==> src/sv/gradient_noise_2d_assert.svh <==
// Assertion macros for the gradient noise block.
// Included by the top level; no other dependencies.
`ifndef GRADIENT_NOISE_2D_ASSERT_SVH
`define GRADIENT_NOISE_2D_ASSERT_SVH

// Same-cycle implication, disabled during reset.
`define GN2D_ASSERT_NOW(label, clk, rstn, ante, cons, msg) \
    label: assert property (@(posedge clk) disable iff (!rstn) (ante) |-> (cons)) \
        else $error(msg);

// Next-cycle implication, disabled during reset.
`define GN2D_ASSERT_NEXT(label, clk, rstn, ante, cons, msg) \
    label: assert property (@(posedge clk) disable iff (!rstn) (ante) |=> (cons)) \
        else $error(msg);

`endif

==> src/sv/gn2d_pkg.sv <==
// Shared constants for the gradient noise pipeline.
// No dependencies.
package gn2d_pkg;

    localparam int CELL_SHIFT = 4;
    localparam int FRAC_BITS  = 8;
    localparam int PHASE_BITS = 10;
    localparam int TOT_SHIFT  = FRAC_BITS + CELL_SHIFT;

    localparam int SEED_W   = 30;
    localparam int CELL_W   = 32 - TOT_SHIFT;
    localparam int CORNER_W = CELL_W + 1;

    localparam logic [31:0] FRAC_MASK = 32'((64'd1 << TOT_SHIFT) - 64'd1);

    // Pipeline: stage 0 cell split, 1-5 hash, 6-10 sine, 11 dot, 12-13 lerp
    localparam int NUM_STAGES  = 14;
    localparam int HASH_FIRST  = 1;
    localparam int SINE_FIRST  = 6;
    localparam int DOT_STAGE   = 11;
    localparam int LERPX_STAGE = 12;
    localparam int LERPY_STAGE = 13;

    // Register indexes on paddr[3:2]
    localparam logic [1:0] REG_SEED_A = 2'd0;
    localparam logic [1:0] REG_SEED_B = 2'd1;
    localparam logic [1:0] REG_SEED_C = 2'd2;

    // Quarter-wave polynomial coefficients, Q14
    localparam logic [14:0] SIN_C1  = 15'd25736;
    localparam logic [13:0] SIN_C3  = 14'd10512;
    localparam logic [10:0] SIN_C5  = 11'd1160;
    localparam logic [14:0] SIN_ONE = 15'd16384;
    localparam logic [15:0] QUARTER_TURN = 16'd16384;

    typedef logic [4:0] stage_en_t;

endpackage

==> src/sv/gn2d_sine.sv <==
// Five-stage quarter-wave sine on a 16-bit turn, Q14 result.
// Depends on gn2d_pkg.
module gn2d_sine (
    input  logic                aclk,
    input  gn2d_pkg::stage_en_t stage_en,
    input  logic [15:0]         turn,
    output logic signed [15:0]  value
);

    logic [14:0] z_next, z6_reg, z7_reg, z8_reg, z9_reg;
    logic        neg6_reg, neg7_reg, neg8_reg, neg9_reg;
    logic [29:0] zz;
    logic [14:0] z2_7_reg, z2_8_reg;
    logic [25:0] p5;
    logic [13:0] inner8_reg;
    logic [28:0] p3;
    logic [14:0] outer9_reg;
    logic [29:0] p1;
    logic [15:0] s_mag;
    logic signed [15:0] value_reg;

    assign z_next = turn[14] ? 15'(gn2d_pkg::SIN_ONE - {1'b0, turn[13:0]})
                             : {1'b0, turn[13:0]};
    assign zz    = 30'(z6_reg) * 30'(z6_reg);
    assign p5    = 26'(z2_7_reg) * 26'(gn2d_pkg::SIN_C5);
    assign p3    = 29'(z2_8_reg) * 29'(inner8_reg);
    assign p1    = 30'(z9_reg) * 30'(outer9_reg);
    assign s_mag = p1[29:14];

    always_ff @(posedge aclk) begin
        if (stage_en[0]) begin
            z6_reg   <= z_next;
            neg6_reg <= turn[15];
        end
        if (stage_en[1]) begin
            z2_7_reg <= zz[28:14];
            z7_reg   <= z6_reg;
            neg7_reg <= neg6_reg;
        end
        if (stage_en[2]) begin
            inner8_reg <= gn2d_pkg::SIN_C3 - 14'(p5[25:14]);
            z2_8_reg   <= z2_7_reg;
            z8_reg     <= z7_reg;
            neg8_reg   <= neg7_reg;
        end
        if (stage_en[3]) begin
            outer9_reg <= gn2d_pkg::SIN_C1 - p3[28:14];
            z9_reg     <= z8_reg;
            neg9_reg   <= neg8_reg;
        end
        if (stage_en[4]) begin
            value_reg <= neg9_reg ? $signed(16'd0 - s_mag) : $signed(s_mag);
        end
    end

    assign value = value_reg;

endmodule
==> config.mk <==
export PLATFORM = sky130hd
export DESIGN_NAME = gn2d_sine
export DESIGN_NICKNAME = d
export VERILOG_FILES = /design/src/sv/gradient_noise_2d_assert.svh /design/src/sv/gn2d_pkg.sv /design/src/sv/gn2d_sine.sv
export SDC_FILE = /design/constraint.sdc
export NUM_CORES = 2
export LEC_CHECK = 0
export BUFFER_PORTS_ARGS = -buffer_cell sky130_fd_sc_hd__buf_2
export CAP_MARGIN = 20
export CORE_MARGIN = 8
export CORE_UTILIZATION = 25
export DETAILED_ROUTE_END_ITERATION = 8
export PLACE_DENSITY_LB_ADDON = 0.08
export SETUP_SLACK_MARGIN = 0.15
export SYNTH_ARGS = -nofsm -noshare
export SYNTH_HDL_FRONTEND = slang
export SYNTH_SLANG_ARGS = --single-unit
==> constraint.sdc <==
create_clock -name aclk -period 9.84 [get_ports aclk]
set_clock_uncertainty 0.1 [all_clocks]
set_input_delay 1.476 -clock aclk [delete_from_list [all_inputs] [get_ports aclk]]
set_output_delay 1.476 -clock aclk [all_outputs]
set_load 0.005 [all_outputs]
==> results.json <==
{
  "outcome": "finished clean",
  "cp-end-kind": "register",
  "place_hpwl_um": 55200,
  "syn_nets": 3493,
  "post_cts_buffers": 0,
  "synth.most_common_cell": "inv_1",
  "wl_per_cell_um": 16.1,
  "synth_edf_count": 139,
  "antenna_found_initial": 0,
  "hp-class": "register to register",
  "portBuffers": 37,
  "crit_fanout": 14,
  "fmax_mhz": 126,
  "yosysSeqAreaShare_pct": 15.9,
  "holdPathStages": 0,
  "synthTopCellsByCount": "inv_1 (597), fa_1 (462), ha_1 (321)",
  "place_congestion": 0.760,
  "gr-total-overflow": 0,
  "cts.sinks": 139,
  "dr.pass1.iters": 7,
  "grt_pass1_vias": 19800,
  "synth_cell_types": 70,
  "maxCapViolations": 0,
  "synth-seq-cells": 139,
  "r2r_end": "outer9_reg[14]",
  "die-area_um2": 116000,
  "relSlewSlack_pct": 37.3,
  "r2r_setup_slack_ns": 1.89,
  "initial_core_util_pct": 25.1,
  "r2r_cells": 26,
  "cts_max_level": 4,
  "rsz0062_at_grt": "false",
  "ios": 38,
  "final_cell_count_no_fill": 4075,
  "rr_startpoint": "z2_8_reg[7]",
  "holdCritStartpoint": "z8_reg[2]",
  "cts_root_buffer": "clkbuf_16",
  "die_w_um": 340,
  "drtAntennaViolNets": 0,
  "synthCells": 2688,
  "tns_ns": 0,
  "num_vias": 17300,
  "synth_area_leaders": "fa_1 (35%), edfxtp_1 (16%), ha_1 (15%)",
  "synth_largest_area_cell": "fa_1",
  "drc": 0,
  "die_h_um": 340,
  "clkTransAtPathRegs_ns": 0.08,
  "worst_slew_pin_slew_ns": 0.938,
  "cts_buffer_depth": 2,
  "post_cts_resized": 0,
  "setup_viol": 0,
  "place_inst": 4043,
  "synth_top_area_share_pct": 35.3,
  "final_max_slew_viol_count": 0,
  "worstPathRequired_ns": 10.06,
  "grt_max_degree": 46,
  "largest_reg_flops": 16,
  "cts_hold_buffers": 0,
  "hold_viol_final": 0,
  "async_reset_ff_share_pct": 0,
  "clkLatencyLatePin_ns": 0.48,
  "final_layout_size_suffix_gt1_share_pct": 3.58,
  "min_to": "z9_reg[2]",
  "n_fill_cell": 11100,
  "syn_avg_cell_area_um2": 9.76,
  "cts_tree": "yes",
  "cts_buffers": 17,
  "syn2layout_area_growth_pct": 8.57,
  "synth_warnings": 0,
  "finalCriticalPeriod_ns": 7.95,
  "num_rows": 119,
  "track_usage_pct": 11.7,
  "post-route-period-util_pct": 80.8,
  "drt-initial-drc-count": 565,
  "vias_per_cell": 4.23,
  "antennaDiodeCount": 0,
  "startpoint_type": "register",
  "core-area_um2": 105000,
  "timing_worst_setup_path_type": "register to register",
  "synth_area_um2": 26200,
  "grt_pass1_wl_um": 108000,
  "synthFlopType": "edfxtp_1",
  "nets": 3476,
  "drt_wl_total_um": 65500,
  "critPathArrivalTime_ns": 8.17
}
-- cells in the final DEF, fill, tap and decap left out, types with 10 or more instances in the layout --
cell,n
buf_2,37
o21a_1,10
fa_1,462
nand2b_1,10
edfxtp_1,139
a21oi_1,58
nor3_1,21
o31ai_1,10
o21ai_0,35
xnor2_1,75
clkbuf_16,17
nand4_1,12
nand3_1,22
and2_1,274
a21o_1,16
o21ai_1,11
ha_1,321
or3_1,10
xor2_1,22
o211ai_1,10
inv_1,597
nor2_1,57
nand2_1,309
-- worst max path at each step --
stage	from	endpoint	slack, ns
6_report	z2_8_reg[7]	outer9_reg[14]	1.89
5_1_grt	z2_8_reg[7]	outer9_reg[14]	1.40
4_1_cts	z2_8_reg[7]	outer9_reg[14]	1.82
3_5_place_dp	z2_8_reg[7]	outer9_reg[14]	1.84
3_3_place_gp	z2_8_reg[7]	outer9_reg[14]	1.86
2_1_floorplan	inner8_reg[2]	outer9_reg[14]	2.55
-- critical path, cell delays in order, from the launching register on --
cell	delay, ns
edfxtp_1	0.63
and2_1	0.26
fa_1	0.53
inv_1	0.05
fa_1	0.47
inv_1	0.05
fa_1	0.51
inv_1	0.06
fa_1	0.53
inv_1	0.05
fa_1	0.47
inv_1	0.05
fa_1	0.48
inv_1	0.05
ha_1	0.21
a211oi_2	0.23
nand2_1	0.10
o311a_1	0.41
o21ai_0	0.22
a21oi_1	0.11
or2_2	0.32
ha_1	0.23
a211oi_1	0.60
o21bai_4	0.17
a21oi_1	0.42
mux2_2	0.39
o211ai_1	0.09
-- final cells by class --
type	instances	area, µm²	share of cell area (%)
clock inverter	14	134	0.470
timing repair buffer	46	253	0.887
sequential	139	4170	14.7
inverter	597	2240	7.87
clock buffer	18	429	1.51
tap	1391	1740	6.11
multi-input combinational	1870	19500	68.5
-- metrics by stage --
step / instance area, µm² / hold WS [ns] / worst slack, ns / util (%)
5_1_grt: 28500 / 0.325 / 1.40 / 27.2
3_5_place_dp: 27900 / 0.305 / 1.84 / 26.7
3_3_place_gp: 27900 / 0.304 / 1.86 / 26.7
6_report: 28500 / 0.317 / 1.89 / 27.2
4_1_cts: 28500 / 0.320 / 1.82 / 27.2
2_1_floorplan: 26200 / 0.300 / 2.55 / -
-- per-layer routing --
| layer | GRT usage [%] | share of wire, % | vias to the layer above |
|---|---|---|---|
| met5 | 0 | 0 | - |
| met4 | 2.64 | 1.3 | 0 |
| met3 | 1.46 | 1.7 | 51 |
| met2 | 20.5 | 49 | 127 |
| met1 | 15.4 | 48 | 8770 |
| li1 | - | - | 8304 |
-- kinds of logic after synthesis --
kind of cell             synth area share, %
adder cells (fa/ha/maj)                 50.6
flip-flops                              15.9
buffers and inverters                   9.71
multiplexers                           0.315
AND/OR/NAND/NOR                         14.8
AO/OA/AOI/OAI                           5.46
XOR/XNOR                                3.24
Power is not shown: default switching activity piles up to over one toggle a cycle in this logic, so the estimate is an artifact.
